==> src/design/ptdt_pkg.sv <==
// Package for the periodic task dispatch table: slot record, status, action
// and sequencer state types, plus sizing constants. No dependencies.

package ptdt_pkg;

    localparam int SLOTS_DEF  = 8;
    localparam int RESULT_CAP = 8;

    localparam logic [1:0] KIND_ONESHOT  = 2'd0;
    localparam logic [1:0] KIND_PERIODIC = 2'd1;

    typedef enum logic [1:0] {
        ACT_ADD    = 2'd0,
        ACT_REMOVE = 2'd1,
        ACT_TICK   = 2'd2,
        ACT_NONE   = 2'd3
    } action_t;

    typedef enum logic [2:0] {
        ST_OK          = 3'd0,
        ST_FULL        = 3'd1,
        ST_ZERO_PERIOD = 3'd2,
        ST_BAD_KIND    = 3'd3,
        ST_NULL_TASK   = 3'd4,
        ST_NOTHING     = 3'd5
    } status_t;

    typedef enum logic [1:0] {
        S_IDLE,
        S_SCAN,
        S_INS,
        S_DONE
    } state_t;

    typedef struct packed {
        logic [7:0]  task_id;
        logic [7:0]  prio;
        logic [15:0] period;
        logic        periodic;
        logic [31:0] next_due;
    } slot_t;

endpackage

==> src/design/ptdt_slot_ram.sv <==
// Slot table storage: one write port, one read port with registered data.
// Depends on ptdt_pkg for the slot record type.

module ptdt_slot_ram
    import ptdt_pkg::*;
#(
    parameter int DEPTH = SLOTS_DEF,
    parameter int AW    = (DEPTH > 1) ? $clog2(DEPTH) : 1
)
(
    input  logic          clk,
    input  logic          we,
    input  logic [AW-1:0] waddr,
    input  slot_t         wdata,
    input  logic          re,
    input  logic [AW-1:0] raddr,
    output slot_t         rdata
);

    slot_t mem [0:DEPTH-1];
    slot_t rdata_reg;

    always_ff @(posedge clk)
    begin
        if (we)
        begin
            mem[waddr] <= wdata;
        end
    end

    always_ff @(posedge clk)
    begin
        if (re)
        begin
            rdata_reg <= mem[raddr];
        end
    end

    assign rdata = rdata_reg;

endmodule

==> src/design/periodic_task_dispatch_table_core.sv <==
// Periodic task dispatch table, top level: transaction sequencer around the slot RAM.
// Depends on ptdt_pkg and ptdt_slot_ram.
//
// Usage:
//   Input stream (s_axis_*): one transaction per request. tuser carries the action
//   (add, remove, tick); tdata carries task id, period, kind and priority.
//   Output stream (m_axis_*): an add, remove or unused action returns exactly one
//   transaction with tlast high. A tick returns one transaction per due task, at most
//   RESULT_CAP, in table order (tuser high, task id in tdata), tlast on the final one;
//   a tick with nothing due returns one transaction with tuser low and tlast high.
//   Timing: the sequencer walks the slot RAM one entry per cycle through its single
//   read port, except while a tick holds for the output register. Add walks down to
//   the insert point, remove and tick walk every occupied slot; an empty table or a
//   rejected add skips the walk. s_axis_tready is high only while the sequencer is idle.
//   A finished result waits in the output register while the next request is
//   accepted. If the receiver stalls during a tick, the scan holds on the next due
//   task until the output register frees up; nothing is dropped.
//   Reset clears the time counter and the slot count; no RAM clearing is needed.

module periodic_task_dispatch_table_core
    import ptdt_pkg::*;
#(
    parameter int SLOTS = SLOTS_DEF
)
(
    input  logic        clk,
    input  logic        rst_n,
    input  logic        s_axis_tvalid,
    output logic        s_axis_tready,
    input  logic [39:0] s_axis_tdata,   // task_id[7:0], period_ms[23:8], kind[25:24],
                                        // priority_req[33:26], zero pad
    input  logic [1:0]  s_axis_tuser,   // action[1:0]
    output logic        m_axis_tvalid,
    input  logic        m_axis_tready,
    output logic [15:0] m_axis_tdata,   // status[2:0], fired_task[10:3], zero pad
    output logic        m_axis_tuser,   // fired
    output logic        m_axis_tlast
);

    localparam int AW = (SLOTS > 1) ? $clog2(SLOTS) : 1;
    localparam int CW = $clog2(SLOTS + 1);
    localparam int NW = $clog2(RESULT_CAP + 1);

    state_t           state_reg, state_next;
    logic [CW-1:0]    used_reg, used_next;
    logic [31:0]      now_reg, now_next;
    action_t          act_reg, act_next;
    slot_t            new_reg, new_next;
    status_t          status_reg, status_next;
    logic [CW-1:0]    rd_reg, rd_next;
    logic [CW-1:0]    wr_reg, wr_next;
    logic             found_reg, found_next;
    logic [NW-1:0]    n_reg, n_next;
    logic             hold_valid_reg, hold_valid_next;
    logic [7:0]       hold_task_reg, hold_task_next;

    logic             out_valid_reg;
    status_t          out_status_reg;
    logic             out_fired_reg;
    logic [7:0]       out_task_reg;
    logic             out_last_reg;

    logic             out_free;
    logic             out_load;
    status_t          out_status_in;
    logic             out_fired_in;
    logic [7:0]       out_task_in;
    logic             out_last_in;

    logic             mem_we;
    logic [AW-1:0]    mem_waddr;
    slot_t            mem_wdata;
    logic             mem_re;
    logic [AW-1:0]    mem_raddr;
    slot_t            mem_rdata;

    action_t          in_action;
    logic [7:0]       in_id;
    logic [15:0]      in_period;
    logic [1:0]       in_kind;
    logic [7:0]       in_prio;

    slot_t            upd_slot;
    logic             due;
    logic             at_end;
    logic [CW-1:0]    used_m1;

    assign in_action = action_t'(s_axis_tuser);
    assign in_id     = s_axis_tdata[7:0];
    assign in_period = s_axis_tdata[23:8];
    assign in_kind   = s_axis_tdata[25:24];
    assign in_prio   = s_axis_tdata[33:26];

    assign s_axis_tready = (state_reg == S_IDLE);
    assign out_free      = !out_valid_reg || m_axis_tready;
    assign used_m1       = used_reg - CW'(1);
    assign at_end        = (rd_reg == used_m1);

    always_comb
    begin
        upd_slot          = mem_rdata;
        upd_slot.next_due = mem_rdata.next_due + {16'd0, mem_rdata.period};
    end

    assign due = (n_reg < NW'(RESULT_CAP)) && (mem_rdata.next_due == now_reg);

    ptdt_slot_ram #(
        .DEPTH (SLOTS),
        .AW    (AW)
    ) u_slot_ram (
        .clk   (clk),
        .we    (mem_we),
        .waddr (mem_waddr),
        .wdata (mem_wdata),
        .re    (mem_re),
        .raddr (mem_raddr),
        .rdata (mem_rdata)
    );

    always_ff @(posedge clk or negedge rst_n)
    begin
        if (!rst_n)
        begin
            state_reg      <= S_IDLE;
            used_reg       <= '0;
            now_reg        <= '0;
            hold_valid_reg <= 1'b0;
            out_valid_reg  <= 1'b0;
        end
        else
        begin
            state_reg      <= state_next;
            used_reg       <= used_next;
            now_reg        <= now_next;
            hold_valid_reg <= hold_valid_next;
            if (out_load)
            begin
                out_valid_reg <= 1'b1;
            end
            else if (m_axis_tready)
            begin
                out_valid_reg <= 1'b0;
            end
        end
    end

    always_ff @(posedge clk)
    begin
        act_reg       <= act_next;
        new_reg       <= new_next;
        status_reg    <= status_next;
        rd_reg        <= rd_next;
        wr_reg        <= wr_next;
        found_reg     <= found_next;
        n_reg         <= n_next;
        hold_task_reg <= hold_task_next;
        if (out_load)
        begin
            out_status_reg <= out_status_in;
            out_fired_reg  <= out_fired_in;
            out_task_reg   <= out_task_in;
            out_last_reg   <= out_last_in;
        end
    end

    always_comb
    begin
        state_next      = state_reg;
        used_next       = used_reg;
        now_next        = now_reg;
        act_next        = act_reg;
        new_next        = new_reg;
        status_next     = status_reg;
        rd_next         = rd_reg;
        wr_next         = wr_reg;
        found_next      = found_reg;
        n_next          = n_reg;
        hold_valid_next = hold_valid_reg;
        hold_task_next  = hold_task_reg;

        out_load      = 1'b0;
        out_status_in = ST_OK;
        out_fired_in  = 1'b0;
        out_task_in   = 8'd0;
        out_last_in   = 1'b1;

        mem_we    = 1'b0;
        mem_waddr = '0;
        mem_wdata = mem_rdata;
        mem_re    = 1'b0;
        mem_raddr = '0;

        unique case (state_reg)
            S_IDLE:
            begin
                if (s_axis_tvalid)
                begin
                    act_next          = in_action;
                    new_next.task_id  = in_id;
                    new_next.prio     = in_prio;
                    new_next.period   = in_period;
                    new_next.periodic = in_kind[0];
                    new_next.next_due = now_reg + {16'd0, in_period};
                    status_next       = ST_OK;
                    rd_next           = '0;
                    wr_next           = '0;
                    found_next        = 1'b0;
                    n_next            = '0;
                    hold_valid_next   = 1'b0;
                    state_next        = S_DONE;
                    case (in_action)
                        ACT_ADD:
                        begin
                            if (used_reg == CW'(SLOTS))
                            begin
                                status_next = ST_FULL;
                            end
                            else if (in_id == 8'd0)
                            begin
                                status_next = ST_NULL_TASK;
                            end
                            else if (in_kind != KIND_ONESHOT && in_kind != KIND_PERIODIC)
                            begin
                                status_next = ST_BAD_KIND;
                            end
                            else if (in_period == 16'd0)
                            begin
                                status_next = ST_ZERO_PERIOD;
                            end
                            else if (used_reg == '0)
                            begin
                                mem_we             = 1'b1;
                                mem_waddr          = '0;
                                mem_wdata.task_id  = in_id;
                                mem_wdata.prio     = in_prio;
                                mem_wdata.period   = in_period;
                                mem_wdata.periodic = in_kind[0];
                                mem_wdata.next_due = now_reg + {16'd0, in_period};
                                used_next          = CW'(1);
                            end
                            else
                            begin
                                mem_re     = 1'b1;
                                mem_raddr  = used_m1[AW-1:0];
                                rd_next    = used_m1;
                                state_next = S_SCAN;
                            end
                        end
                        ACT_REMOVE:
                        begin
                            if (used_reg == '0)
                            begin
                                status_next = ST_NOTHING;
                            end
                            else
                            begin
                                mem_re     = 1'b1;
                                state_next = S_SCAN;
                            end
                        end
                        ACT_TICK:
                        begin
                            now_next = now_reg + 32'd1;
                            if (used_reg != '0)
                            begin
                                mem_re     = 1'b1;
                                state_next = S_SCAN;
                            end
                        end
                        default:
                        begin
                            status_next = ST_OK;
                        end
                    endcase
                end
            end

            S_SCAN:
            begin
                case (act_reg)
                    ACT_ADD:
                    begin
                        mem_we    = 1'b1;
                        mem_waddr = AW'(rd_reg + CW'(1));
                        if (mem_rdata.prio > new_reg.prio)
                        begin
                            mem_wdata = mem_rdata;
                            if (rd_reg == '0)
                            begin
                                state_next = S_INS;
                            end
                            else
                            begin
                                mem_re    = 1'b1;
                                mem_raddr = AW'(rd_reg - CW'(1));
                                rd_next   = rd_reg - CW'(1);
                            end
                        end
                        else
                        begin
                            mem_wdata  = new_reg;
                            used_next  = used_reg + CW'(1);
                            state_next = S_DONE;
                        end
                    end
                    ACT_REMOVE:
                    begin
                        if (!found_reg && mem_rdata.task_id == new_reg.task_id)
                        begin
                            found_next = 1'b1;
                        end
                        else
                        begin
                            mem_we    = 1'b1;
                            mem_waddr = wr_reg[AW-1:0];
                            mem_wdata = mem_rdata;
                            wr_next   = wr_reg + CW'(1);
                        end
                        if (at_end)
                        begin
                            used_next  = wr_next;
                            state_next = S_DONE;
                        end
                        else
                        begin
                            mem_re    = 1'b1;
                            mem_raddr = AW'(rd_reg + CW'(1));
                            rd_next   = rd_reg + CW'(1);
                        end
                    end
                    ACT_TICK:
                    begin
                        if (!(due && hold_valid_reg && !out_free))
                        begin
                            if (due)
                            begin
                                if (hold_valid_reg)
                                begin
                                    out_load     = 1'b1;
                                    out_fired_in = 1'b1;
                                    out_task_in  = hold_task_reg;
                                    out_last_in  = 1'b0;
                                end
                                hold_valid_next = 1'b1;
                                hold_task_next  = mem_rdata.task_id;
                                n_next          = n_reg + NW'(1);
                            end
                            if (!due || mem_rdata.periodic)
                            begin
                                mem_we    = 1'b1;
                                mem_waddr = wr_reg[AW-1:0];
                                mem_wdata = due ? upd_slot : mem_rdata;
                                wr_next   = wr_reg + CW'(1);
                            end
                            if (at_end)
                            begin
                                used_next  = wr_next;
                                state_next = S_DONE;
                            end
                            else
                            begin
                                mem_re    = 1'b1;
                                mem_raddr = AW'(rd_reg + CW'(1));
                                rd_next   = rd_reg + CW'(1);
                            end
                        end
                    end
                    default:
                    begin
                        state_next = S_DONE;
                    end
                endcase
            end

            S_INS:
            begin
                mem_we     = 1'b1;
                mem_waddr  = '0;
                mem_wdata  = new_reg;
                used_next  = used_reg + CW'(1);
                state_next = S_DONE;
            end

            S_DONE:
            begin
                if (out_free)
                begin
                    out_load        = 1'b1;
                    out_status_in   = status_reg;
                    out_fired_in    = hold_valid_reg;
                    out_task_in     = hold_valid_reg ? hold_task_reg : 8'd0;
                    out_last_in     = 1'b1;
                    hold_valid_next = 1'b0;
                    state_next      = S_IDLE;
                end
            end

            default:
            begin
                state_next = S_IDLE;
            end
        endcase
    end

    assign m_axis_tvalid = out_valid_reg;
    assign m_axis_tdata  = {5'd0, out_task_reg, out_status_reg};
    assign m_axis_tuser  = out_fired_reg;
    assign m_axis_tlast  = out_last_reg;

`ifndef NO_ASSERTIONS
    a_used_bound : assert property (@(posedge clk) disable iff (!rst_n)
        used_reg <= CW'(SLOTS))
        else $error("slot count exceeds table depth");

    a_result_cap : assert property (@(posedge clk) disable iff (!rst_n)
        n_reg <= NW'(RESULT_CAP) || state_reg == S_IDLE)
        else $error("tick reported more tasks than the result cap");

    a_tick_advance : assert property (@(posedge clk) disable iff (!rst_n)
        (s_axis_tvalid && s_axis_tready && s_axis_tuser == ACT_TICK)
        |=> now_reg == $past(now_reg) + 32'd1)
        else $error("time counter did not advance on tick");

    a_mid_is_fired : assert property (@(posedge clk) disable iff (!rst_n)
        (m_axis_tvalid && !m_axis_tlast) |-> m_axis_tuser)
        else $error("non-final result without a fired task");
`endif

endmodule
==> config.mk <==
export PLATFORM = sky130hd
export DESIGN_NAME = periodic_task_dispatch_table_core
export DESIGN_NICKNAME = d
export VERILOG_FILES = /design/src/design/ptdt_pkg.sv /design/src/design/ptdt_slot_ram.sv /design/src/design/periodic_task_dispatch_table_core.sv
export SDC_FILE = /design/constraint.sdc
export NUM_CORES = 1
export LEC_CHECK = 0
export BUFFER_PORTS_ARGS = -buffer_cell sky130_fd_sc_hd__buf_2
export CORE_AREA = 10 10 345 347
export CTS_CLUSTER_SIZE = 24
export DETAILED_ROUTE_END_ITERATION = 16
export DIE_AREA = 0 0 355 357
export GPL_ROUTABILITY_DRIVEN = 0
export HOLD_SLACK_MARGIN = 0.03
export PLACE_DENSITY = 0.52
export RECOVER_POWER = 100
export SYNTH_ARGS = -nofsm -noshare
export SYNTH_HDL_FRONTEND = slang
export SYNTH_SLANG_ARGS = --single-unit
==> constraint.sdc <==
create_clock -name clk -period 12.4 [get_ports clk]
set_input_delay 1.24 -clock clk [delete_from_list [all_inputs] [get_ports clk]]
set_output_delay 1.24 -clock clk [all_outputs]
set_load 0.03 [all_outputs]
Word level (Yosys, flattened, before mapping)
Memory sizes are Yosys's and may differ from the RTL's. A register that Yosys moved wholly into a read port is not among the register bits.
Cells that the tools add are included.
{ "totals": {"regBits": 144, "ramBits": 520, "input_bits": 46, "output_inout_bits": 20, "mem_count": 1} }
{ "op_classes": {"add_sub_neg": 9, "n_lt_le_gt_ge": 2, "n_eq_ne": 34, "n_mux": 142, "n_bitwise": 4, "reduce_logical": 36} }
{ "memory_table": {"columns": ["memory", "words", "word_bits", "rd", "rd_clocked_by_memory_dff", "wr", "line", "source"], "rows": [
  ["u_slot_ram.mem", 8, 65, 1, 1, 1, "ptdt_slot_ram.sv:20", "slot_t mem [0:DEPTH-1];"]
]} }
{ "op_table": {"columns": ["operator", "count"], "rows": [
  ["two-way mux 65 bit", 8],
  ["case mux 65 bit (3 select lines)", 1],
  ["case mux 65 bit (2 select lines)", 1],
  ["two-way mux 4 bit", 29],
  ["two-way mux 32 bit", 3],
  ["adder 32 x 16 -> 32 bit", 2],
  ["two-way mux 3 bit", 18],
  ["two-way mux 8 bit", 5],
  ["two-way mux 1 bit", 39],
  ["case mux 4 bit (3 select lines)", 3],
  ["adder 32 x 1 -> 32 bit (second input constant)", 1],
  ["== test 32 bit", 1],
  ["case mux 4 bit (2 select lines)", 4],
  ["two-way mux 2 bit", 14],
  ["inequality test 2 bit (second input constant)", 10],
  ["inequality test 3 bit (second input constant)", 6],
  ["case mux 3 bit (3 select lines)", 2],
  ["adder 4 x 1 -> 4 bit (second input constant)", 4],
  ["zero test 16 bit", 1],
  ["case mux 8 bit (2 select lines)", 1],
  ["AND reduction 4 bit", 4],
  ["case mux 1 bit (3 select lines)", 5],
  ["AND reduction 13 bit", 1],
  ["case mux 2 bit (3 select lines)", 2],
  ["other kinds (30)", 62]
]} }

Longest topological paths before layout
{ "logic_depth": {"ltp_word": 11, "depth_mapped": 13} }

Cells and area by module
Synthesis repeated with hierarchy kept, for this count alone.
{ "hier_totals": {"hier_cells": 2199, "hier_area_um2": 33837.5} }
{ "by_module_without_submodules": {"columns": ["module", "n_inst", "cells_each", "area_per_inst_um2", "seq_area_each_um2"], "rows": [
  ["ptdt_slot_ram", 1, 829, 21508.1, 17566.8],
  ["periodic_task_dispatch_table_core", 1, 1370, 12329.3, 4124.0]
]} }

Worst setup path after synthesis
No wires, ideal clock.
{ "synth_timing": {"kind": "input-to-reg", "start": "input port s_axis_tdata[1]", "end": "memory u_slot_ram.mem[0][0] (netlist bit) (enable)", "setup_ns": 0.587, "t_arrival_ns": 7.255, "required_ns": 11.813, "setup_slack_ns": 4.558, "cell_stages": 7, "n_path_buf": 0, "cell_sequence": "nor4_1 -> a21oi_1 -> nand3_1 -> nor3_1 -> or3_1 -> and3_1 -> a21boi_0"} }
{ "synth_between": {"elab_chain_cells": 8} }
{ "synth_rtl": {"columns": ["item", "line", "source"], "rows": [
  ["from (decl)", "periodic_task_dispatch_table_core.sv:30", "input logic [39:0] s_axis_tdata,"],
  ["zero test 8 bit", "periodic_task_dispatch_table_core.sv:218", "else if (in_id == 8'd0)"],
  ["two-way mux 1 bit", "periodic_task_dispatch_table_core.sv:218", null],
  ["two-way mux 1 bit", "periodic_task_dispatch_table_core.sv:214", "if (used_reg == CW'(SLOTS))"],
  ["two-way mux 1 bit", "periodic_task_dispatch_table_core.sv:211", "case (in_action)"],
  ["two-way mux 1 bit", "periodic_task_dispatch_table_core.sv:196", "if (s_axis_tvalid)"],
  ["case mux 1 bit (3 select lines)", "periodic_task_dispatch_table_core.sv:193", "unique case (state_reg)"],
  ["two-way mux 1 bit", "ptdt_slot_ram.sv:25", "if (we)"],
  ["two-way mux 1 bit (implied by the code)", "ptdt_slot_ram.sv:27", "mem[waddr] <= wdata;"],
  ["to (decl)", "ptdt_slot_ram.sv:20", null]
]} }
Every way passes these cells.

Worst setup path in the final report
{ "layout_timing": {"start": "input port s_axis_tdata[23]", "end": "memory u_slot_ram.mem[0][41] (netlist bit) (enable)"} }
{ "layout_between": {"elab_chain_cells": 10} }
{ "layout_rtl": {"columns": ["item", "line", "source"], "rows": [
  ["zero test 16 bit", "periodic_task_dispatch_table_core.sv:226", "else if (in_period == 16'd0)"],
  ["two-way mux 1 bit", "periodic_task_dispatch_table_core.sv:226", null],
  ["two-way mux 1 bit", "periodic_task_dispatch_table_core.sv:222", "else if (in_kind != KIND_ONESHOT && in_kind != KIND_PERIODIC)"],
  ["two-way mux 1 bit", "periodic_task_dispatch_table_core.sv:218", null],
  ["two-way mux 1 bit", "periodic_task_dispatch_table_core.sv:214", null],
  ["two-way mux 1 bit", "periodic_task_dispatch_table_core.sv:211", null],
  ["two-way mux 1 bit", "periodic_task_dispatch_table_core.sv:196", null],
  ["case mux 1 bit (3 select lines)", "periodic_task_dispatch_table_core.sv:193", null],
  ["two-way mux 1 bit", "ptdt_slot_ram.sv:25", null],
  ["two-way mux 1 bit (implied by the code)", "ptdt_slot_ram.sv:27", null]
]} }
Every way passes these cells.

==> metrics.txt <==
Mapped Cells 2,178; post-route setup TNS 0 ns; PD cells 250.1 nW/µm²; Num CTS Buffers 75; met3 WL post-DR 5.619 mm; GR Overflow Total 0; M1 wire length 39.63 mm; row count 123; top post-synthesis cells by area edfxtp_1 (62%), mux4_2 (8.8%), dfrtp_1 (3.0%); vias post-DR 20,210; CP Class input port to flip-flop; peak supply drop 0.1404 mV; Clock Tree Root clkbuf_16; DIE HEIGHT 357 µm; layout cells sized above 1 15.95%; Storage cell area 21,690 µm²; RSZ-0062 raised after global routing false; synthesized area 33,340 µm²; failing checks capacitance limit, slew limit; post-route ant nets 0; Inst Count DP 3,659; Total GRT Usage 14.27%; Cell Area, Placed 35,410 µm²; CTS max path bufs 3; top cell type by total area after synthesis edfxtp_1; H-tree depth 3; worst setup margin 3.356 ns; CTS Sinks 729; Clock Latency Late Sink 0.63 ns; Post-synth EDFFs 689; TritonCTS clock tree yes; CTS-repair resized insts 0; FF+latch count, synth 729; share of the synthesized area in the top cell type 62.06%; CP arrival 9.20 ns; ys flop type edfxtp_1; Layout Cells excl Fill 3,795; Iter 0 DRT Violations 1,761; Final Skew 0.01772 ns; synth cell count leaders edfxtp_1 (689), nand2_1 (166), mux4_2 (130), a21oi_1 (95), o21ai_0 (92); slew margin rel. -178.0%; Largest register FFs 520; Layout Utilization 33.66%; cell mode on critical path clkbuf_1; Layout Nets 2,343; post-route cell area 37,710 µm²; Final Max Slew Viols 673; max incr delay on CP 2.81 ns; Setup Fix Bufs, Post-CTS 0; Worst Setup End Kind flip-flop; Hold Buf Count CTS 0; syn_area_per_cell 15.31 µm²; Core Box Area 112,000 µm²; met2 WL 45.04 mm; Min Hold Slack 0.5271 ns; CP required 12.56 ns; fmax 110.6 MHz; largest net degree at the start of global routing 131; Leakage 12.38 nW; # IOs 66; Netlist cell types 76; Filler cells 10,860; area grow syn2layout 13.09%; antenna violations before repair 7; number of global-route vias before repair 20,680; final setup fails 0; highest routed layer met5; Detail Placement HPWL 56.10 mm; status finished with violations; Async SR Flop Fraction 5.487%; total power 9.430 mW; drt via density 5.326; R2R Setup Slk 3.85 ns; crit-path cells clkbuf_1, nor4_1, a41oi_1, nand3_1, nor3_1, clkbuf_1, or3_1, and3_1, a21boi_0, clkbuf_1; fin crit period 9.044 ns; die width 355 µm; yosys warns 0; Tcrit/Tclk final 72.94%; Hold Fails Final Rpt 0; # DRC 0; crit-path max FO 61; Starting Density 29.76%; post-synthesis sequential area ratio 65.06%; worst min path class flip-flop to flip-flop; Reg clk slew, reported paths 0.06 ns; area of the multi-input gates 10,990 µm²; most numerous cell in the Yosys netlist edfxtp_1; routed len/inst 24.34 µm; DRT Pass-1 Iters 6; first-pass GRT wire length 137.3 mm; dpl ws 5.844 ns; element type at the critical path start input port; MaxCap Viol Count 16; Crit-path slowest cell clkbuf_1; DIE AREA 126,700 µm²; Worst-Margin Slew 4.170 ns; port bufs 54; routed wire length 92.36 mm
## cell type report
| cell class | instances | area share, % |
|---|---|---|
| clock inverter | 48 | 1.287 |
| timing repair buffer | 96 | 1.218 |
| antenna | 1 | 0.006637 |
| sequential | 729 | 57.53 |
| inverter | 58 | 0.5807 |
| tap | 1500 | 4.977 |
| clock buffer | 87 | 5.263 |
| multi-input combinational | 1276 | 29.14 |
## layer usage
metal,GRT usage (%),up-vias
li1,-,8801
met1,18.61,10590
met2,24.26,673
met3,2.373,142
met4,4.160,12
met5,0,-
## cell families after synthesis
logic type / share of synthesized area (%)
flip-flops: 65.06
AO/OA/AOI/OAI: 9.603
AND/OR/NAND/NOR: 5.974
multiplexers: 11.37
buffers and inverters: 2.361
XOR/XNOR: 3.284
adder cells (fa/ha/maj): 2.334
other: 0.01125
## report_power, final
group	total [mW]	internal, mW	switching, mW
clock	2.29	1.34	0.955
sequential	4.00	3.74	0.257
combinational	3.14	1.13	2.01
## layout by cell type (no fill, tap or decap), types with 59 or more instances in the layout
master / n
mux4_2: 130
o21ai_0: 91
xnor2_1: 64
nor2_1: 59
nand2_1: 166
mux2_2: 67
a21oi_1: 94
edfxtp_1: 689
xor2_1: 61
clkbuf_1: 75
clkbuf_16: 77
## critical path, delay by kind of cell
family                 cells  cell delay [ns]
buffers and inverters      3             5.55
AO/OA/AOI/OAI              2             0.92
AND/OR/NAND/NOR            5             1.40
## worst paths after layout
path                             startpoint               endpoint  cells after the start
setup / recovery           s_axis_tdata[23]  u_slot_ram.mem[0][41]                     10
hold / removal             hold_task_reg[5]        out_task_reg[5]                      1
setup reg to reg                used_reg[0]  u_slot_ram.mem[0][41]                     11
hold reg to reg            hold_task_reg[5]        out_task_reg[5]                      1
max in group asynchronous             rst_n             now_reg[8]                      1
min in group asynchronous             rst_n            used_reg[3]                      1
No activity file was read; power rests on OpenSTA's default activity.
